[config.mk]
export PLATFORM = sky130hd
export DESIGN_NAME = qpt_param
export DESIGN_NICKNAME = d
export VERILOG_FILES = /design/src/rtl/core/qpt_pkg.sv /design/src/rtl/core/qpt_param.sv
export SDC_FILE = /design/constraint.sdc
export NUM_CORES = 2
export LEC_CHECK = 0
export ABC_CLOCK_PERIOD_IN_PS = 9570
export BUFFER_PORTS_ARGS = -buffer_cell sky130_fd_sc_hd__buf_4
export CORE_MARGIN = 2
export CORE_UTILIZATION = 30
export DETAILED_ROUTE_END_ITERATION = 10
export HOLD_SLACK_MARGIN = 0.08
export SLEW_MARGIN = 20
export SYNTH_ARGS = -nofsm -noshare
export SYNTH_HDL_FRONTEND = slang
export SYNTH_SLANG_ARGS = --single-unit
[constraint.sdc]
create_clock -name clk -period 9.57 [get_ports clk]
set_clock_uncertainty 0.1 [all_clocks]
set_input_delay 1.4355 -clock clk [delete_from_list [all_inputs] [get_ports clk]]
set_output_delay 1.4355 -clock clk [all_outputs]
set_load 0.02 [all_outputs]
[src/rtl/core/qpt_pkg.sv]
`timescale 1ns / 1ps
// Shared types, constants and arithmetic helpers for the quad patch tessellator.
// No dependencies; every other file in rtl/core depends on this package.
package qpt_pkg;

	// Grid limits and field widths
	localparam int QPT_MAX_N = 64;   // largest usable subdivision count
	localparam int CELL_W    = 6;
	localparam int CNT_W     = 7;    // holds 0..QPT_MAX_N and the register itself
	localparam int CRD_W     = 16;   // Q4.12 coordinate
	localparam int NRM_W     = 36;   // normal, 24 fraction bits
	localparam int SLOT_W    = 3;
	localparam int CFG_W     = 48;
	localparam int REG_IDX_W = 3;

	// Q1.16 patch parameter, 0..65536
	localparam int Q_FRAC  = 16;
	localparam int PARAM_W = Q_FRAC + 1;

	// Reciprocal table: floor(2^24 / n), estimate is (k * rcp) >> 8
	localparam int RCP_FRAC = 24;
	localparam int RCP_W    = RCP_FRAC + 1;
	localparam int RCP_SH   = RCP_FRAC - Q_FRAC;
	localparam int RCP_ONE  = 1 << RCP_FRAC;

	typedef logic [CELL_W-1:0]           cell_t;
	typedef logic [CNT_W-1:0]            cnt_t;
	typedef logic [PARAM_W-1:0]          param_t;
	typedef logic [RCP_W-1:0]            rcp_t;
	typedef logic [SLOT_W-1:0]           slot_t;
	typedef logic [CFG_W-1:0]            cfg_data_t;
	typedef logic [REG_IDX_W-1:0]        reg_idx_t;
	typedef logic signed [CRD_W-1:0]     coord_t;
	typedef logic signed [CRD_W:0]       diff_t;
	typedef logic signed [CRD_W+2:0]     sum_t;
	typedef logic signed [2*CRD_W+2:0]   prod_t;   // diff x Q1.16 parameter
	typedef logic signed [2*CRD_W+1:0]   xprod_t;  // diff x diff
	typedef logic signed [NRM_W-1:0]     norm_t;

	// Register map
	localparam reg_idx_t REG_CORNER_ZERO  = 3'd0;
	localparam reg_idx_t REG_CORNER_ONE   = 3'd1;
	localparam reg_idx_t REG_CORNER_TWO   = 3'd2;
	localparam reg_idx_t REG_CORNER_THREE = 3'd3;
	localparam reg_idx_t REG_SUBDIVISIONS = 3'd4;

	// x in the top bits, z in the low bits, matching the register packing
	typedef struct packed {
		coord_t x;
		coord_t y;
		coord_t z;
	} vec_t;

	typedef struct packed {
		diff_t x;
		diff_t y;
		diff_t z;
	} dvec_t;

	typedef struct packed {
		prod_t x;
		prod_t y;
		prod_t z;
	} pvec_t;

	typedef struct packed {
		norm_t x;
		norm_t y;
		norm_t z;
	} nvec_t;

	// Cross product partial terms: n.x = xa - xb, etc.
	typedef struct packed {
		xprod_t xa;
		xprod_t xb;
		xprod_t ya;
		xprod_t yb;
		xprod_t za;
		xprod_t zb;
	} xpart_t;

	// Patch geometry derived from the corner registers
	typedef struct packed {
		vec_t  c0;
		vec_t  c3;
		dvec_t e01;
		dvec_t e32;
	} patch_t;

	typedef struct packed {
		param_t u0;
		param_t u1;
		param_t v0;
		param_t v1;
	} uv_t;

	typedef struct packed {
		vec_t p0;
		vec_t p1;
		vec_t p2;
		vec_t p3;
	} quad_t;

	typedef struct packed {
		quad_t pos;
		nvec_t n1;
		nvec_t n2;
	} cell_res_t;

	// floor(2^24 / n), entry n-1
	localparam rcp_t RCP_TBL [QPT_MAX_N] = '{
		rcp_t'(RCP_ONE / 1),  rcp_t'(RCP_ONE / 2),  rcp_t'(RCP_ONE / 3),  rcp_t'(RCP_ONE / 4),
		rcp_t'(RCP_ONE / 5),  rcp_t'(RCP_ONE / 6),  rcp_t'(RCP_ONE / 7),  rcp_t'(RCP_ONE / 8),
		rcp_t'(RCP_ONE / 9),  rcp_t'(RCP_ONE / 10), rcp_t'(RCP_ONE / 11), rcp_t'(RCP_ONE / 12),
		rcp_t'(RCP_ONE / 13), rcp_t'(RCP_ONE / 14), rcp_t'(RCP_ONE / 15), rcp_t'(RCP_ONE / 16),
		rcp_t'(RCP_ONE / 17), rcp_t'(RCP_ONE / 18), rcp_t'(RCP_ONE / 19), rcp_t'(RCP_ONE / 20),
		rcp_t'(RCP_ONE / 21), rcp_t'(RCP_ONE / 22), rcp_t'(RCP_ONE / 23), rcp_t'(RCP_ONE / 24),
		rcp_t'(RCP_ONE / 25), rcp_t'(RCP_ONE / 26), rcp_t'(RCP_ONE / 27), rcp_t'(RCP_ONE / 28),
		rcp_t'(RCP_ONE / 29), rcp_t'(RCP_ONE / 30), rcp_t'(RCP_ONE / 31), rcp_t'(RCP_ONE / 32),
		rcp_t'(RCP_ONE / 33), rcp_t'(RCP_ONE / 34), rcp_t'(RCP_ONE / 35), rcp_t'(RCP_ONE / 36),
		rcp_t'(RCP_ONE / 37), rcp_t'(RCP_ONE / 38), rcp_t'(RCP_ONE / 39), rcp_t'(RCP_ONE / 40),
		rcp_t'(RCP_ONE / 41), rcp_t'(RCP_ONE / 42), rcp_t'(RCP_ONE / 43), rcp_t'(RCP_ONE / 44),
		rcp_t'(RCP_ONE / 45), rcp_t'(RCP_ONE / 46), rcp_t'(RCP_ONE / 47), rcp_t'(RCP_ONE / 48),
		rcp_t'(RCP_ONE / 49), rcp_t'(RCP_ONE / 50), rcp_t'(RCP_ONE / 51), rcp_t'(RCP_ONE / 52),
		rcp_t'(RCP_ONE / 53), rcp_t'(RCP_ONE / 54), rcp_t'(RCP_ONE / 55), rcp_t'(RCP_ONE / 56),
		rcp_t'(RCP_ONE / 57), rcp_t'(RCP_ONE / 58), rcp_t'(RCP_ONE / 59), rcp_t'(RCP_ONE / 60),
		rcp_t'(RCP_ONE / 61), rcp_t'(RCP_ONE / 62), rcp_t'(RCP_ONE / 63), rcp_t'(RCP_ONE / 64)
	};

	// Component-wise difference, one bit wider
	function automatic dvec_t vsub(vec_t a, vec_t b);
		dvec_t r;
		r.x = diff_t'(a.x) - diff_t'(b.x);
		r.y = diff_t'(a.y) - diff_t'(b.y);
		r.z = diff_t'(a.z) - diff_t'(b.z);
		return r;
	endfunction

	// Difference scaled by an unsigned Q1.16 parameter
	function automatic pvec_t vmul(dvec_t d, param_t t);
		prod_t ts;
		pvec_t r;
		ts  = prod_t'($signed({1'b0, t}));
		r.x = prod_t'(d.x) * ts;
		r.y = prod_t'(d.y) * ts;
		r.z = prod_t'(d.z) * ts;
		return r;
	endfunction

	// base + floor(p / 2^16); result stays between corner values
	function automatic coord_t add_q16(coord_t base, prod_t p);
		sum_t s;
		s = sum_t'(base) + sum_t'(p >>> Q_FRAC);
		return coord_t'(s[CRD_W-1:0]);
	endfunction

	function automatic vec_t vadd(vec_t c, pvec_t p);
		vec_t r;
		r.x = add_q16(c.x, p.x);
		r.y = add_q16(c.y, p.y);
		r.z = add_q16(c.z, p.z);
		return r;
	endfunction

	// Partial products of a x b
	function automatic xpart_t xmul(dvec_t a, dvec_t b);
		xpart_t r;
		r.xa = xprod_t'(a.y) * xprod_t'(b.z);
		r.xb = xprod_t'(a.z) * xprod_t'(b.y);
		r.ya = xprod_t'(a.z) * xprod_t'(b.x);
		r.yb = xprod_t'(a.x) * xprod_t'(b.z);
		r.za = xprod_t'(a.x) * xprod_t'(b.y);
		r.zb = xprod_t'(a.y) * xprod_t'(b.x);
		return r;
	endfunction

	function automatic nvec_t xsum(xpart_t m);
		nvec_t r;
		r.x = norm_t'(m.xa) - norm_t'(m.xb);
		r.y = norm_t'(m.ya) - norm_t'(m.yb);
		r.z = norm_t'(m.za) - norm_t'(m.zb);
		return r;
	endfunction

endpackage

[src/rtl/core/qpt_param.sv]
`timescale 1ns / 1ps
// Stages s1..s4: grid check and the four patch parameters floor(k*65536/n).
// Depends on qpt_pkg (reciprocal table, types).
module qpt_param (
	input  logic           clk,
	input  logic           arst_n,
	input  logic           en,
	input  logic           in_vld,
	input  qpt_pkg::cell_t cell_x,
	input  qpt_pkg::cell_t cell_y,
	input  qpt_pkg::cnt_t  subdiv,
	output logic           out_vld,
	output qpt_pkg::uv_t   uv
);
	import qpt_pkg::*;

	localparam int IDX_W = $clog2(QPT_MAX_N);
	localparam int EST_W = CNT_W + RCP_W;
	localparam int CHK_W = PARAM_W + CNT_W + 1;

	cnt_t          n_eff;
	cnt_t          n_m1;
	logic          in_grid;

	logic          vld_s1, vld_s2, vld_s3, vld_s4;
	cnt_t          k_s1 [4];
	cnt_t          n_s1;
	rcp_t          rcp_s1;
	cnt_t          k_s2 [4];
	cnt_t          n_s2;
	param_t        qe_s2 [4];
	cnt_t          k_s3 [4];
	cnt_t          n_s3;
	param_t        qe_s3 [4];
	logic [CHK_W-2:0] t_s3 [4];
	param_t        q_s4 [4];

	// Clamp the subdivision count into 1..QPT_MAX_N
	always_comb begin
		priority if (subdiv == '0) begin
			n_eff = cnt_t'(1);
		end else if (subdiv > cnt_t'(QPT_MAX_N)) begin
			n_eff = cnt_t'(QPT_MAX_N);
		end else begin
			n_eff = subdiv;
		end
		n_m1    = n_eff - cnt_t'(1);
		in_grid = (cnt_t'(cell_x) < n_eff) && (cnt_t'(cell_y) < n_eff);
	end

	// Valid bits; a cell off the grid is dropped here
	always_ff @(posedge clk or negedge arst_n) begin
		if (!arst_n) begin
			vld_s1 <= 1'b0;
			vld_s2 <= 1'b0;
			vld_s3 <= 1'b0;
			vld_s4 <= 1'b0;
		end else if (en) begin
			vld_s1 <= in_vld && in_grid;
			vld_s2 <= vld_s1;
			vld_s3 <= vld_s2;
			vld_s4 <= vld_s3;
		end
	end

	// Data path: numerators, reciprocal estimate, back-multiply, correct by one
	always_ff @(posedge clk) begin
		if (en) begin
			k_s1[0] <= cnt_t'(cell_x);
			k_s1[1] <= cnt_t'(cell_x) + cnt_t'(1);
			k_s1[2] <= cnt_t'(cell_y);
			k_s1[3] <= cnt_t'(cell_y) + cnt_t'(1);
			n_s1    <= n_eff;
			rcp_s1  <= RCP_TBL[n_m1[IDX_W-1:0]];

			n_s2 <= n_s1;
			n_s3 <= n_s2;
			for (int i = 0; i < 4; i++) begin
				k_s2[i]  <= k_s1[i];
				qe_s2[i] <= param_t'((EST_W'(k_s1[i]) * EST_W'(rcp_s1)) >> RCP_SH);

				k_s3[i]  <= k_s2[i];
				qe_s3[i] <= qe_s2[i];
				t_s3[i]  <= (CHK_W-1)'(qe_s2[i]) * (CHK_W-1)'(n_s2);

				// estimate is at most one short of the exact quotient
				q_s4[i] <= qe_s3[i] + param_t'((CHK_W'(t_s3[i]) + CHK_W'(n_s3))
					<= (CHK_W'(k_s3[i]) << Q_FRAC));
			end
		end
	end

	assign out_vld = vld_s4;
	assign uv.u0   = q_s4[0];
	assign uv.u1   = q_s4[1];
	assign uv.v0   = q_s4[2];
	assign uv.v1   = q_s4[3];

endmodule

==> impl_results.md <==
- RSZ-0062 raised after global routing: false
- Routed length per instance: 16.6 um
- Worst Path Arrival: 6.85 ns
- Gr usage total: 14.5%
- Post-synth design cell area: 49100 um2
- Fraction of registers with async set/reset: 0.935%
- Number of flops mapped to enable cells by yosys: 424
- Status: finished, final reports clean
- Synth Instances: 4961
- GPL Wtd Cong: 0.852
- Yosys warnings: 0
- Die footprint: 167000 um2
- Fillers: 16500
- H-tree depth: 2
- Rows: 148
- Avg Cell Area, Syn: 9.91 um2
- CTS root buf: clkbuf_16
- Ys flop type: edfxtp_1
- Layout area overhead: 9.70%
- Largest net degree at the start of global routing: 173
- DRT Wirelength: 119000 um
- Top cell type by total area after synthesis: fa_1
- Setup TNS: 0 ns
- First-pass GRT wire length: 194000 um
- Cells on worst reg2reg path: 25
- Port Buffers: 91
- Core area: 163000 um2
- Minimum clock period: 6.57 ns
- Seq cells post-synth: 428
- Die H: 409 um
- Commonest non-fill, non-tap cell in the layout: inv_1
- Vias/cell: 4.71
- Drc violations: 0
- Syn_nets: 6041
- Synth cell types: 79
- Worst setup SP type: flop
- RR Startpoint: n_s3[1]
- Vias: 33800
- Multi-input gate area: 32700 um2
- Initial DRC count: 1960
- CP Capture Type: flop
- Worst EP required: 9.85 ns
- Reg2Reg Setup Slack: 3.00 ns
- Clk pin slew, worst setup/hold paths: 0.07 ns
- Commonest non-fill, non-tap cells in the layout: inv_1 (777), fa_1 (648), and2_1 (629)
- Final #Nets: 6046
- Initial antenna violation count: 13
- Routed Antenna Nets: 0
- Post_cts resized: 0
- Vias in the first global route: 35900
- Worst hold path type: reg -> reg
- DR pass1 iterations: 8
- Fin. Hold Viols: 0
- HPWL Detailed: 88000 um
- Synth top area share: 26.4%
- Final period utilization: 68.6%
- Worst r2r dst: q_s4[3][16]
- Post-route insts no fill: 7183
- Register area: 12800 um2
- Inserted Clock Buffers: 51
- Clk buf depth: 3
- Sequential area share after synthesis: 26.1%
- CTS tree: done
- Share of cells above drive strength 1: 5.09%
- Slew headroom: 30.5%
- Chip width: 409 um
- Finish-stage setup viols: 0
- Fin. max-slew vios: 0
- Maxcap violations: 0
- Overflow after GRT: 0
- Area contributors post-synth: fa_1 (26%), edfxtp_1 (26%), ha_1 (10%)
- Min-delay src: k_s2[2][1]
- Hold depth: 0
- Worst-Skew Late Latency: 0.65 ns
- Setup CP Type: reg -> reg
- Post-CTS setup buffers: 0
- Post-placement cell count: 7088
- Boundary Pins: 92
- Hold Path End: k_s3[2][1]
- Top achievable clock speed: 152 MHz
- Initial Util: 30.2%
- Crit-path max FO: 6
- Clock Sinks: 428
- Worst-margin pin slew: 1.04 ns
- Hold-fix buffers at CTS: 0
==> cell type report <==
| class | count | share of cell area [%] |
|---|---|---|
| Multi-Input combinational cell | 3568 | 60.7 |
| Sequential cell | 428 | 23.8 |
| Inverter | 780 | 5.43 |
| Tap cell | 2175 | 5.05 |
| Clock buffer | 56 | 2.40 |
| Timing Repair Buffer | 137 | 2.01 |
| Clock inverter | 38 | 0.624 |
| Antenna cell | 1 | 0.00464 |
==> state kept, by name, indices dropped and copies added (netlist names) <==
name / cells
qe_s3: 68
n_s1: 7
n_s2: 7
qe_s2: 68
out_vld: 1
k_s2: 26
k_s1: 26
k_s3: 26
q_s4: 68
vld_s3: 1
vld_s1: 1
n_s3: 7
rcp_s1: 25
vld_s2: 1
t_s3: 96
==> per-stage QoR <==
step	util (%)	setup slack, ns	area [um2]	hold WS [ns]
global route	33.1	2.54	53900	0.304
CTS	33.1	3.01	53900	0.294
finish	33.1	3.00	53900	0.301
global placement	32.1	3.11	52300	0.303
floorplan	-	3.99	49100	0.300
detailed placement	32.1	3.04	52300	0.305
==> cell families (layout without fill, tap and decap cells) <==
family	Yosys count	after routing	synth area share, %
adder cells (fa/ha/maj)	1057	1057	36.8
buffers and inverters	965	1011	7.37
other	0	1	0
flip-flops	428	428	26.1
AO/OA/AOI/OAI	528	528	6.91
XOR/XNOR	290	290	5.17
multiplexers	14	14	0.300
AND/OR/NAND/NOR	1679	1679	17.3
==> critical path: stages, from the launching register on <==
cell	delay, ns
edfxtp_1	0.43
inv_1	0.19
fa_1	0.52
nor2b_1	0.17
o21ai_0	0.10
nand2b_1	0.08
a21oi_1	0.08
o21bai_1	0.23
a21oi_1	0.16
nor2_1	0.29
nand2_1	0.12
xnor2_1	0.16
ha_1	0.31
nand4_1	0.15
nor3b_1	0.38
o2111ai_1	0.19
or4b_2	0.68
a2111oi_0	0.49
o21a_1	0.22
ha_1	0.19
nand2_1	0.09
nor2_1	0.33
nand3_1	0.18
nor2_1	0.24
nand3_1	0.12
xnor2_1	0.13
==> layer usage <==
| metal | wire [um] | vias to the layer above | share of wire, % | global-route usage (%) |
|---|---|---|---|---|
| li1 | - | 15900 | - | - |
| met1 | 53100 | 17000 | 45 | 19.1 |
| met2 | 56600 | 741 | 48 | 24.6 |
| met3 | 5830 | 176 | 4.9 | 2.05 |
| met4 | 3420 | 14 | 2.9 | 4.40 |
| met5 | 90 | - | 0.076 | 0 |
==> cell usage after synthesis, types with 7 or more instances <==
cell type and instances:
o31ai_1 7, o21ai_0 117, edfxtp_1 424, nor2b_1 33, a21oi_1 152, fa_1 648
nor2_1 177, xor2_1 78, xnor2_1 212, nand3_1 80, and3_1 24, o22ai_1 11
o21a_1 45, nor3_1 50, ha_1 409, o211ai_1 13, and2_1 629, o221ai_1 7
mux2i_1 8, or2_2 13, a31oi_1 20, nand2b_1 26, a21o_1 43, nand4_1 32
o2111ai_1 7, nor4_1 13, a2111oi_0 7, or3_1 12, inv_1 777, nand2_1 571
a211oi_1 15, clkbuf_1 180, a21boi_0 10, o21bai_1 16
==> worst max path at each step <==
stage	startpoint	to	slack, ns
2_1_floorplan	n_s2[4]	t_s3[2][23]	3.99
3_3_place_gp	n_s3[1]	q_s4[3][16]	3.11
3_5_place_dp	n_s3[1]	q_s4[3][16]	3.04
4_1_cts	n_s3[1]	q_s4[3][16]	3.01
5_1_grt	n_s3[1]	q_s4[2][16]	2.54
6_report	n_s3[1]	q_s4[3][16]	3.00
Power is left out: the tool's default activity adds up to more than one toggle a clock period on the data nets, which glitch-free logic cannot reach.
