<file path="config.mk">
export PLATFORM = sky130hd
export DESIGN_NAME = qpt_emit_flat
export DESIGN_NICKNAME = d
export VERILOG_FILES = /design/src/rtl/core/qpt_pkg.sv /design/src/rtl/core/qpt_if.sv /design/src/rtl/core/qpt_emit.sv /design/src/flat_wrapper.sv
export SDC_FILE = /design/constraint.sdc
export NUM_CORES = 1
export LEC_CHECK = 0
export ABC_CLOCK_PERIOD_IN_PS = 17400
export BUFFER_PORTS_ARGS = -buffer_cell sky130_fd_sc_hd__buf_2
export CAP_MARGIN = 20
export CORE_AREA = 10 10 216 218
export DETAILED_ROUTE_END_ITERATION = 8
export DIE_AREA = 0 0 226 228
export PLACE_DENSITY_LB_ADDON = 0.05
export SYNTH_ARGS = -nofsm -noshare
export SYNTH_HDL_FRONTEND = slang
export SYNTH_SLANG_ARGS = --single-unit
</file>
<file path="constraint.sdc">
create_clock -name clk -period 17.4 [get_ports clk]
set_clock_uncertainty 0.05 [all_clocks]
set_input_delay 2.61 -clock clk [delete_from_list [all_inputs] [get_ports clk]]
set_output_delay 2.61 -clock clk [all_outputs]
set_load 0.005 [all_outputs]
</file>
<file path="src/rtl/core/qpt_pkg.sv">
`timescale 1ns / 1ps
// Shared types, constants and arithmetic helpers for the quad patch tessellator.
// No dependencies; every other file in rtl/core depends on this package.
package qpt_pkg;

	// Grid limits and field widths
	localparam int QPT_MAX_N = 64;   // largest usable subdivision count
	localparam int CELL_W    = 6;
	localparam int CNT_W     = 7;    // holds 0..QPT_MAX_N and the register itself
	localparam int CRD_W     = 16;   // Q4.12 coordinate
	localparam int NRM_W     = 36;   // normal, 24 fraction bits
	localparam int SLOT_W    = 3;
	localparam int CFG_W     = 48;
	localparam int REG_IDX_W = 3;

	// Q1.16 patch parameter, 0..65536
	localparam int Q_FRAC  = 16;
	localparam int PARAM_W = Q_FRAC + 1;

	// Reciprocal table: floor(2^24 / n), estimate is (k * rcp) >> 8
	localparam int RCP_FRAC = 24;
	localparam int RCP_W    = RCP_FRAC + 1;
	localparam int RCP_SH   = RCP_FRAC - Q_FRAC;
	localparam int RCP_ONE  = 1 << RCP_FRAC;

	typedef logic [CELL_W-1:0]           cell_t;
	typedef logic [CNT_W-1:0]            cnt_t;
	typedef logic [PARAM_W-1:0]          param_t;
	typedef logic [RCP_W-1:0]            rcp_t;
	typedef logic [SLOT_W-1:0]           slot_t;
	typedef logic [CFG_W-1:0]            cfg_data_t;
	typedef logic [REG_IDX_W-1:0]        reg_idx_t;
	typedef logic signed [CRD_W-1:0]     coord_t;
	typedef logic signed [CRD_W:0]       diff_t;
	typedef logic signed [CRD_W+2:0]     sum_t;
	typedef logic signed [2*CRD_W+2:0]   prod_t;   // diff x Q1.16 parameter
	typedef logic signed [2*CRD_W+1:0]   xprod_t;  // diff x diff
	typedef logic signed [NRM_W-1:0]     norm_t;

	// Register map
	localparam reg_idx_t REG_CORNER_ZERO  = 3'd0;
	localparam reg_idx_t REG_CORNER_ONE   = 3'd1;
	localparam reg_idx_t REG_CORNER_TWO   = 3'd2;
	localparam reg_idx_t REG_CORNER_THREE = 3'd3;
	localparam reg_idx_t REG_SUBDIVISIONS = 3'd4;

	// x in the top bits, z in the low bits, matching the register packing
	typedef struct packed {
		coord_t x;
		coord_t y;
		coord_t z;
	} vec_t;

	typedef struct packed {
		diff_t x;
		diff_t y;
		diff_t z;
	} dvec_t;

	typedef struct packed {
		prod_t x;
		prod_t y;
		prod_t z;
	} pvec_t;

	typedef struct packed {
		norm_t x;
		norm_t y;
		norm_t z;
	} nvec_t;

	// Cross product partial terms: n.x = xa - xb, etc.
	typedef struct packed {
		xprod_t xa;
		xprod_t xb;
		xprod_t ya;
		xprod_t yb;
		xprod_t za;
		xprod_t zb;
	} xpart_t;

	// Patch geometry derived from the corner registers
	typedef struct packed {
		vec_t  c0;
		vec_t  c3;
		dvec_t e01;
		dvec_t e32;
	} patch_t;

	typedef struct packed {
		param_t u0;
		param_t u1;
		param_t v0;
		param_t v1;
	} uv_t;

	typedef struct packed {
		vec_t p0;
		vec_t p1;
		vec_t p2;
		vec_t p3;
	} quad_t;

	typedef struct packed {
		quad_t pos;
		nvec_t n1;
		nvec_t n2;
	} cell_res_t;

	// floor(2^24 / n), entry n-1
	localparam rcp_t RCP_TBL [QPT_MAX_N] = '{
		rcp_t'(RCP_ONE / 1),  rcp_t'(RCP_ONE / 2),  rcp_t'(RCP_ONE / 3),  rcp_t'(RCP_ONE / 4),
		rcp_t'(RCP_ONE / 5),  rcp_t'(RCP_ONE / 6),  rcp_t'(RCP_ONE / 7),  rcp_t'(RCP_ONE / 8),
		rcp_t'(RCP_ONE / 9),  rcp_t'(RCP_ONE / 10), rcp_t'(RCP_ONE / 11), rcp_t'(RCP_ONE / 12),
		rcp_t'(RCP_ONE / 13), rcp_t'(RCP_ONE / 14), rcp_t'(RCP_ONE / 15), rcp_t'(RCP_ONE / 16),
		rcp_t'(RCP_ONE / 17), rcp_t'(RCP_ONE / 18), rcp_t'(RCP_ONE / 19), rcp_t'(RCP_ONE / 20),
		rcp_t'(RCP_ONE / 21), rcp_t'(RCP_ONE / 22), rcp_t'(RCP_ONE / 23), rcp_t'(RCP_ONE / 24),
		rcp_t'(RCP_ONE / 25), rcp_t'(RCP_ONE / 26), rcp_t'(RCP_ONE / 27), rcp_t'(RCP_ONE / 28),
		rcp_t'(RCP_ONE / 29), rcp_t'(RCP_ONE / 30), rcp_t'(RCP_ONE / 31), rcp_t'(RCP_ONE / 32),
		rcp_t'(RCP_ONE / 33), rcp_t'(RCP_ONE / 34), rcp_t'(RCP_ONE / 35), rcp_t'(RCP_ONE / 36),
		rcp_t'(RCP_ONE / 37), rcp_t'(RCP_ONE / 38), rcp_t'(RCP_ONE / 39), rcp_t'(RCP_ONE / 40),
		rcp_t'(RCP_ONE / 41), rcp_t'(RCP_ONE / 42), rcp_t'(RCP_ONE / 43), rcp_t'(RCP_ONE / 44),
		rcp_t'(RCP_ONE / 45), rcp_t'(RCP_ONE / 46), rcp_t'(RCP_ONE / 47), rcp_t'(RCP_ONE / 48),
		rcp_t'(RCP_ONE / 49), rcp_t'(RCP_ONE / 50), rcp_t'(RCP_ONE / 51), rcp_t'(RCP_ONE / 52),
		rcp_t'(RCP_ONE / 53), rcp_t'(RCP_ONE / 54), rcp_t'(RCP_ONE / 55), rcp_t'(RCP_ONE / 56),
		rcp_t'(RCP_ONE / 57), rcp_t'(RCP_ONE / 58), rcp_t'(RCP_ONE / 59), rcp_t'(RCP_ONE / 60),
		rcp_t'(RCP_ONE / 61), rcp_t'(RCP_ONE / 62), rcp_t'(RCP_ONE / 63), rcp_t'(RCP_ONE / 64)
	};

	// Component-wise difference, one bit wider
	function automatic dvec_t vsub(vec_t a, vec_t b);
		dvec_t r;
		r.x = diff_t'(a.x) - diff_t'(b.x);
		r.y = diff_t'(a.y) - diff_t'(b.y);
		r.z = diff_t'(a.z) - diff_t'(b.z);
		return r;
	endfunction

	// Difference scaled by an unsigned Q1.16 parameter
	function automatic pvec_t vmul(dvec_t d, param_t t);
		prod_t ts;
		pvec_t r;
		ts  = prod_t'($signed({1'b0, t}));
		r.x = prod_t'(d.x) * ts;
		r.y = prod_t'(d.y) * ts;
		r.z = prod_t'(d.z) * ts;
		return r;
	endfunction

	// base + floor(p / 2^16); result stays between corner values
	function automatic coord_t add_q16(coord_t base, prod_t p);
		sum_t s;
		s = sum_t'(base) + sum_t'(p >>> Q_FRAC);
		return coord_t'(s[CRD_W-1:0]);
	endfunction

	function automatic vec_t vadd(vec_t c, pvec_t p);
		vec_t r;
		r.x = add_q16(c.x, p.x);
		r.y = add_q16(c.y, p.y);
		r.z = add_q16(c.z, p.z);
		return r;
	endfunction

	// Partial products of a x b
	function automatic xpart_t xmul(dvec_t a, dvec_t b);
		xpart_t r;
		r.xa = xprod_t'(a.y) * xprod_t'(b.z);
		r.xb = xprod_t'(a.z) * xprod_t'(b.y);
		r.ya = xprod_t'(a.z) * xprod_t'(b.x);
		r.yb = xprod_t'(a.x) * xprod_t'(b.z);
		r.za = xprod_t'(a.x) * xprod_t'(b.y);
		r.zb = xprod_t'(a.y) * xprod_t'(b.x);
		return r;
	endfunction

	function automatic nvec_t xsum(xpart_t m);
		nvec_t r;
		r.x = norm_t'(m.xa) - norm_t'(m.xb);
		r.y = norm_t'(m.ya) - norm_t'(m.yb);
		r.z = norm_t'(m.za) - norm_t'(m.zb);
		return r;
	endfunction

endpackage

</file>
<file path="src/rtl/core/qpt_if.sv">


interface qpt_vertex_if;
	logic            valid;
	logic            ready;
	qpt_pkg::coord_t pos_x;
	qpt_pkg::coord_t pos_y;
	qpt_pkg::coord_t pos_z;
	qpt_pkg::norm_t  norm_x;
	qpt_pkg::norm_t  norm_y;
	qpt_pkg::norm_t  norm_z;
	qpt_pkg::slot_t  vertex_slot;
	logic            last;

	modport source (
		output valid, output pos_x, output pos_y, output pos_z,
		output norm_x, output norm_y, output norm_z,
		output vertex_slot, output last, input ready
	);
	modport sink (
		input valid, input pos_x, input pos_y, input pos_z,
		input norm_x, input norm_y, input norm_z,
		input vertex_slot, input last, output ready
	);
endinterface

</file>
<file path="src/rtl/core/qpt_emit.sv">
`timescale 1ns / 1ps
// Output register: holds one finished cell and sends its six vertex beats.
// Depends on qpt_pkg and qpt_vertex_if.
module qpt_emit (
	input  logic               clk,
	input  logic               arst_n,
	input  logic               in_vld,
	input  qpt_pkg::cell_res_t in_res,
	output logic               load,
	qpt_vertex_if.source       vtx
);
	import qpt_pkg::*;

	// Vertex order within a cell
	localparam slot_t SLOT_T1_P0 = 3'd0;
	localparam slot_t SLOT_T1_P1 = 3'd1;
	localparam slot_t SLOT_T1_P2 = 3'd2;
	localparam slot_t SLOT_T2_P0 = 3'd3;
	localparam slot_t SLOT_T2_P2 = 3'd4;
	localparam slot_t SLOT_T2_P3 = 3'd5;

	logic      busy_q;
	slot_t     slot_q;
	cell_res_t res_q;
	logic      fire;
	logic      done;
	vec_t      pos;
	nvec_t     nrm;

	assign fire = vtx.valid && vtx.ready;
	assign done = fire && (slot_q == SLOT_T2_P3);
	// take the next cell while the last beat of this one leaves
	assign load = in_vld && (!busy_q || done);

	always_ff @(posedge clk or negedge arst_n) begin
		if (!arst_n) begin
			busy_q <= 1'b0;
			slot_q <= SLOT_T1_P0;
		end else if (load) begin
			busy_q <= 1'b1;
			slot_q <= SLOT_T1_P0;
		end else if (done) begin
			busy_q <= 1'b0;
			slot_q <= SLOT_T1_P0;
		end else if (fire) begin
			slot_q <= slot_q + slot_t'(1);
		end
	end

	always_ff @(posedge clk) begin
		if (load) begin
			res_q <= in_res;
		end
	end

	// Vertex select
	always_comb begin
		unique case (slot_q)
			SLOT_T1_P0: begin pos = res_q.pos.p0; nrm = res_q.n1; end
			SLOT_T1_P1: begin pos = res_q.pos.p1; nrm = res_q.n1; end
			SLOT_T1_P2: begin pos = res_q.pos.p2; nrm = res_q.n1; end
			SLOT_T2_P0: begin pos = res_q.pos.p0; nrm = res_q.n2; end
			SLOT_T2_P2: begin pos = res_q.pos.p2; nrm = res_q.n2; end
			SLOT_T2_P3: begin pos = res_q.pos.p3; nrm = res_q.n2; end
			default:    begin pos = res_q.pos.p0; nrm = res_q.n1; end
		endcase
	end

	assign vtx.valid       = busy_q;
	assign vtx.pos_x       = pos.x;
	assign vtx.pos_y       = pos.y;
	assign vtx.pos_z       = pos.z;
	assign vtx.norm_x      = nrm.x;
	assign vtx.norm_y      = nrm.y;
	assign vtx.norm_z      = nrm.z;
	assign vtx.vertex_slot = slot_q;
	assign vtx.last        = (slot_q == SLOT_T2_P3);

endmodule

</file>
<file path="src/flat_wrapper.sv">
// flat-port wrapper written by rule: the top's interface ports become plain ports
module qpt_emit_flat import qpt_pkg::*;
  (clk, arst_n, in_vld, in_res, load, vtx_valid, vtx_pos_x, vtx_pos_y, vtx_pos_z, vtx_norm_x, vtx_norm_y, vtx_norm_z, vtx_vertex_slot, vtx_last, vtx_ready);
  qpt_vertex_if vtx_i ();
  input  logic clk;
  input  logic arst_n;
  input  logic in_vld;
  input  qpt_pkg::cell_res_t in_res;
  output logic load;
  output wire logic [$bits(vtx_i.valid)-1:0] vtx_valid;
  output wire logic [$bits(vtx_i.pos_x)-1:0] vtx_pos_x;
  output wire logic [$bits(vtx_i.pos_y)-1:0] vtx_pos_y;
  output wire logic [$bits(vtx_i.pos_z)-1:0] vtx_pos_z;
  output wire logic [$bits(vtx_i.norm_x)-1:0] vtx_norm_x;
  output wire logic [$bits(vtx_i.norm_y)-1:0] vtx_norm_y;
  output wire logic [$bits(vtx_i.norm_z)-1:0] vtx_norm_z;
  output wire logic [$bits(vtx_i.vertex_slot)-1:0] vtx_vertex_slot;
  output wire logic [$bits(vtx_i.last)-1:0] vtx_last;
  input wire logic [$bits(vtx_i.ready)-1:0] vtx_ready;
  assign vtx_valid = vtx_i.valid;
  assign vtx_pos_x = vtx_i.pos_x;
  assign vtx_pos_y = vtx_i.pos_y;
  assign vtx_pos_z = vtx_i.pos_z;
  assign vtx_norm_x = vtx_i.norm_x;
  assign vtx_norm_y = vtx_i.norm_y;
  assign vtx_norm_z = vtx_i.norm_z;
  assign vtx_vertex_slot = vtx_i.vertex_slot;
  assign vtx_last = vtx_i.last;
  assign vtx_i.ready = vtx_ready;
  qpt_emit u_core (.clk(clk), .arst_n(arst_n), .in_vld(in_vld), .in_res(in_res), .load(load), .vtx(vtx_i));
endmodule
</file>
==> flow_summary.ini, run 1 <==
[clock_tree]
clock_path_buffers = 3
number_of_cts_inserted_buffers = 47
post-cts-setup-buffer-count = 0
clkSlewWorstSetupHoldPaths_ns = 0.06
clock_tree_from_tritoncts = built
post_cts_resized = 0
htree_levels = 2
clk-insertion-delay-late_ns = 0.56
hold_buffers = 0
clk_root_buffer_cell = sky130_fd_sc_hd__clkbuf_16
cts_sinks = 412

[critical_path]
req_time_crit_path_ns = 14.74
arrival_ns = 3.85
critical_path.max_fanout = 66
path_class = register to primary output
cp-start-kind = register
r2r_cells = 6
cp-end-kind = primary output

[yosys]
synth_nets = 1140
fraction_of_registers_with_async_set_or_reset_after_synthesis_pct = 0.971
synthCells = 724
synth_cell_types = 23
post_synth.cell_area_avg_um2 = 21.1
synth.yosys.seq_area_share_pct = 80.9
postSynthRegisterBits = 412
syn_area_mm2 = 0.0153
synth_warnings = 0
synth_enable_flop_cells = 408
most_common_flop_cell_mapped_by_yosys = sky130_fd_sc_hd__edfxtp_1

[global_route]
grt_max_degree = 197
global_route.usage.total_pct = 18.4
wire_length_of_the_first_global_routing_pass_um = 68000
number_of_antenna_violations_at_the_first_check_in_global_routing = 37
grt_pass1_vias = 9613
grt_remaining_overflow = 0

[drt]
route.detailed.drc = 0
drtIter0Drc = 522
drt-total-wl_um = 49100
routed-via-count = 9055
wl_per_cell_um = 25.5
post_drt_via_cell_ratio = 4.71
antenna_violating_nets_post_route = 0
drt-pass1-iter-count = 5

[layout]
proportion_of_layout_cells_with_a_drive_suffix_above_1_pct = 56.3
nNetsFinal = 1737
filler_cells = 3732
layout_commonest_cell = sky130_fd_sc_hd__buf_2
final_cell_mix = sky130_fd_sc_hd__buf_2, sky130_fd_sc_hd__edfxtp_1, sky130_fd_sc_hd__mux2_2
area_delta_synth_final_pct = 33.3

[placement]
placement.io_buffers = 573
pre_cts_ws_ns = 11.00
hpwlAfterDp_um = 37000
finalWeightedCongestion = 0.846

[min_path]
hold_class = register to register
min_path_cells = 1

[power_and_ir_drop]
power-per-cell-area_mw_per_mm2 = 151
p_sw_share_pct = 28.2
p_leak_nw = 7.89
max-vdd-ir-drop_mv = 0.0791
power.combinational.fraction_pct = 28.2
intPower_w = 0.00220
p_seq_share_pct = 39.2
power.net_switching_w = 0.000864
clkPwrFrac_pct = 32.6

[sta]
hold_violations = 0
max_slew.worst_pin.slew_ns = 1.30
slew-limit-headroom_pct = 13.2
final.setup.worst_slack_ns = 10.89
max_clock_freq_mhz = 154
grt_setup_unrepaired = false
report.final.slew_viol_count = 0
timing.setup.tns_ns = 0
timing.final.crit_period_ns = 6.51
finalSetupViolCount = 0
hold-worst-slack_ns = 0.520
finalCritPeriodShare_pct = 37.4

[floorplan]
floorplan.die.width_um = 226
initial_standard_cell_utilization_of_the_core_pct = 35.9
die_height_um = 228
core_mm2 = 0.0425
floorplan_die_area_mm2 = 0.0515
num_rows = 76
ioPinCount = 574

[outcome]
outcome = completed

[job]
max_cap_violations = 0
==> state kept, by name, summed over array words and instances (netlist names) <==
signal / cells
u_core.res_q: 408
u_core.vtx.vertex_slot: 3
u_core.vtx.valid: 1
==> power groups by stage <==
stage | combinational (W) | sequential [W] | clock, W
2_1_floorplan | 0.000507 | 0.00125 | 0
3_3_place_gp | 0.000879 | 0.00122 | 0
3_5_place_dp | 0.000892 | 0.00122 | 0
4_1_cts | 0.000894 | 0.00120 | 0.00103
5_1_grt | 0.000942 | 0.00121 | 0.00107
6_report | 0.000865 | 0.00120 | 0.00100
==> logic make-up (layout without fill, tap and decap cells) <==
logic type	after synthesis	in the layout	synth area share, %
compound gates	54	54	3.41
fa+ha+maj	4	4	0.328
buf+inv	35	670	1.23
flops	412	412	80.9
mux	157	157	11.7
other cells	0	17	0
simple gates	62	62	2.43
==> worst max-delay path, stage by stage (launching register included) <==
cell                      delay [ns]
sky130_fd_sc_hd__dfrtp_1        0.40
sky130_fd_sc_hd__inv_1          0.10
sky130_fd_sc_hd__ha_2           0.17
sky130_fd_sc_hd__buf_4          0.31
sky130_fd_sc_hd__o21ai_0        0.23
sky130_fd_sc_hd__and2_4         0.65
sky130_fd_sc_hd__buf_4          0.74
sky130_fd_sc_hd__mux2_2         0.42
sky130_fd_sc_hd__buf_2          0.13
==> cell usage after synthesis, types with 4 or more instances <==
cell | number | share of area [%]
sky130_fd_sc_hd__a221o_1 | 48 | 3.1
sky130_fd_sc_hd__buf_2 | 21 | 0.69
sky130_fd_sc_hd__clkbuf_1 | 7 | 0.17
sky130_fd_sc_hd__dfrtp_1 | 4 | 0.66
sky130_fd_sc_hd__edfxtp_1 | 408 | 80
sky130_fd_sc_hd__ha_1 | 4 | 0.33
sky130_fd_sc_hd__mux2_2 | 88 | 6.5
sky130_fd_sc_hd__mux2_4 | 21 | 2.1
sky130_fd_sc_hd__mux2i_1 | 48 | 3.1
sky130_fd_sc_hd__nor2b_1 | 48 | 2.0
==> final cells by class <==
| cell class | instances | area, um2 | area share, % |
|---|---|---|---|
| timing repair buffer | 581 | 2940 | 14.5 |
| clock inverter | 34 | 332 | 1.63 |
| antenna | 17 | 42.5 | 0.209 |
| inverter | 2 | 7.51 | 0.0369 |
| tap | 546 | 683 | 3.36 |
| clock buffer | 53 | 1240 | 6.10 |
| multi-input combinational | 277 | 2740 | 13.5 |
| sequential | 412 | 12400 | 60.7 |
==> metrics by stage <==
step | instances | cell area [um2] | util (%) | power (W)
detailed placement | 1818 | 18700 | 44.1 | 0.00211
global placement | 1818 | 18700 | 44.1 | 0.00210
global route | 1908 | 20300 | 47.8 | 0.00322
finish | 1922 | 20300 | 47.9 | 0.00307
floorplan | 724 | 15300 | - | 0.00176
CTS | 1905 | 20300 | 47.8 | 0.00313
==> per-layer routing <==
metal	vias to the layer above	track usage (%)	share of wire, %
li1	4143	-	-
met1	4371	19.7	36
met2	396	31.2	50
met3	99	9.39	11
met4	46	5.34	2.0
met5	-	0	0.62
==> worst paths after layout <==
path                       slack (ns)                             startpoint                                    end
min reg2reg                      0.52  u_core.vtx.vertex_slot[0]$_DFFE_PN0P_  u_core.vtx.vertex_slot[0]$_DFFE_PN0P_
max                             10.89  u_core.vtx.vertex_slot[1]$_DFFE_PN0P_                         vtx_norm_y[20]
min                              0.52  u_core.vtx.vertex_slot[0]$_DFFE_PN0P_  u_core.vtx.vertex_slot[0]$_DFFE_PN0P_
min in group asynchronous        1.81                                 arst_n           u_core.vtx.valid$_DFFE_PN0P_
max in group asynchronous       15.34                                 arst_n  u_core.vtx.vertex_slot[2]$_DFFE_PN0P_
max reg2reg                     13.31  u_core.vtx.vertex_slot[2]$_DFFE_PN0P_            u_core.res_q[238]$_DFFE_PP_
(Power assumes the default switching activity.)
==> inputs of run 2 (changes only) <==
- ABC_CLOCK_PERIOD_IN_PS: 17400 -> 6300
- clock period: 17.4 -> 6.3 ns (I/O delays scaled with it)
==> run 2 against run 1 <==
  * Clock power rose to 2.6 times the previous value
  * Sequential share of layout area up 0.34 points
  * Routed wire length fell by 1.5%
  * Critical endpoint is now vtx_pos_z[10]
==> flow_summary.ini, run 2 (same netlist as run 1, synthesis figures left out) <==
[clock_tree]
clk-insertion-delay-late_ns = 0.56
clock_tree_from_tritoncts = built
cts_sinks = 412
htree_levels = 2
post-cts-setup-buffer-count = 0
hold_buffers = 0
clock_path_buffers = 3
clkSlewWorstSetupHoldPaths_ns = 0.06
post_cts_resized = 0
number_of_cts_inserted_buffers = 47
clk_root_buffer_cell = sky130_fd_sc_hd__clkbuf_16

[sta]
report.final.slew_viol_count = 0
max_clock_freq_mhz = 214
finalSetupViolCount = 0
hold_violations = 0
finalCritPeriodShare_pct = 74.2
final.setup.worst_slack_ns = 1.62
timing.setup.tns_ns = 0
max_slew.worst_pin.slew_ns = 1.09
slew-limit-headroom_pct = 27.6
timing.final.crit_period_ns = 4.68
grt_setup_unrepaired = false

[critical_path]
cp-start-kind = register
cp-end-kind = primary output
slowest_stage_delay_cp_ns = 1.06
critical_path.max_fanout = 55
critical_path.reg2reg.endpoint = u_core.res_q[195]$_DFFE_PP_
kind_of_cell_with_the_highest_combined_delay_on_the_critical_path = flip-flops
arrival_ns = 3.68
r2r_setup_slack_ns = 2.77
req_time_crit_path_ns = 5.30
worstPathBufferInverterCount = 2
path_class = register to primary output
series_of_cell_instances_along_the_critical_path = mux2_4 -> nor2_4 -> buf_4 -> a221o_1 -> buf_2
rr_startpoint = u_core.vtx.vertex_slot[1]$_DFFE_PN0P_
crit_path_top_delay_cell = sky130_fd_sc_hd__dfrtp_4
r2r_cells = 7

[drt]
drt-total-wl_um = 48300
wl_per_cell_um = 25.1
routed-via-count = 9056
route.detailed.drc = 0
drt-pass1-iter-count = 5
post_drt_via_cell_ratio = 4.71
antenna_violating_nets_post_route = 0
drtIter0Drc = 529

[outcome]
outcome = completed

[placement]
finalWeightedCongestion = 0.861
hpwlAfterDp_um = 36300
pre_cts_ws_ns = 2.02
placement.io_buffers = 573

[floorplan]
core_mm2 = 0.0425
num_rows = 76
ioPinCount = 574
initial_standard_cell_utilization_of_the_core_pct = 35.9
floorplan.die.width_um = 226
die_height_um = 228
floorplan_die_area_mm2 = 0.0515

[global_route]
grt_max_degree = 150
number_of_antenna_violations_at_the_first_check_in_global_routing = 35
wire_length_of_the_first_global_routing_pass_um = 67500
grt_remaining_overflow = 0
grt_pass1_vias = 9650
global_route.usage.total_pct = 18.2

[layout]
final_cell_mix = sky130_fd_sc_hd__buf_2, sky130_fd_sc_hd__edfxtp_1, sky130_fd_sc_hd__mux2_2
largest-register = u_core.res_q
area_delta_synth_final_pct = 32.5
layout_commonest_cell = sky130_fd_sc_hd__buf_2
nNetsFinal = 1737
max_reg_flops = 408
proportion_of_layout_cells_with_a_drive_suffix_above_1_pct = 55.8

[power_and_ir_drop]
max-vdd-ir-drop_mv = 0.261
power-per-cell-area_mw_per_mm2 = 408
p_leak_nw = 7.82

[min_path]
hold_class = input pin to async pin

[job]
max_cap_violations = 0
run 2: area by class of cell:
type                            instances  area [um2]
Fill cell                            3756       22300
Inverter                                2        7.51
Multi-Input combinational cell        277        2740
Antenna cell                           20        50.0
Timing Repair Buffer                  581        2940
Tap cell                              546         683
Clock inverter                         28         199
Clock buffer                           56        1250
Sequential cell                       412       12400
run 2: stage by stage:
step                      power (W)  std cells  utilization (%)  instance area (um2)  hold slack [ns]
after CTS                   0.00843       1902             47.5                20200           0.0929
after floorplan             0.00478        724                -                15300            0.495
after global placement      0.00579       1818             44.1                18700            0.536
final                       0.00826       1922             47.6                20200            0.138
after global routing        0.00867       1912             47.5                20200            0.112
after detailed placement    0.00581       1818             44.1                18700            0.536
run 2: worst max path at each step:
stage,from,end,slack [ns],depth (start not counted)
detailed placement,u_core.vtx.vertex_slot[2]$_DFFE_PN0P_,vtx_pos_x[14],2.02,5
floorplan,u_core.vtx.vertex_slot[1]$_DFFE_PN0P_,load,1.35,6
global placement,u_core.vtx.vertex_slot[2]$_DFFE_PN0P_,vtx_pos_x[14],2.03,5
CTS,u_core.vtx.vertex_slot[2]$_DFFE_PN0P_,vtx_pos_x[14],1.42,5
global route,u_core.vtx.vertex_slot[2]$_DFFE_PN0P_,vtx_pos_x[14],1.39,5
finish,u_core.vtx.vertex_slot[2]$_DFFE_PN0P_,vtx_pos_z[10],1.62,5
run 2: worst register-to-register path, stage by stage, from the launching register on:
cell                      delay (ns)
sky130_fd_sc_hd__dfrtp_1        0.44
sky130_fd_sc_hd__inv_1          0.13
sky130_fd_sc_hd__ha_2           0.18
sky130_fd_sc_hd__buf_4          0.46
sky130_fd_sc_hd__nand3_1        0.14
sky130_fd_sc_hd__nand2_1        0.13
sky130_fd_sc_hd__and2_4         0.61
sky130_fd_sc_hd__buf_4          0.91
run 2: metal layers:
layer	GRT usage [%]	vias up	wire length [um]
li1	-	4136	-
met2	30.3	387	24100
met5	0	-	211
met3	8.57	97	5370
met4	6.73	34	1190
met1	19.7	4402	17400
run 2: report_power, final:
group	switching, W	internal (W)
clock	0.00106	0.00153
combinational	0.00116	0.00113
sequential	0.000126	0.00326
total	0.00234	0.00592
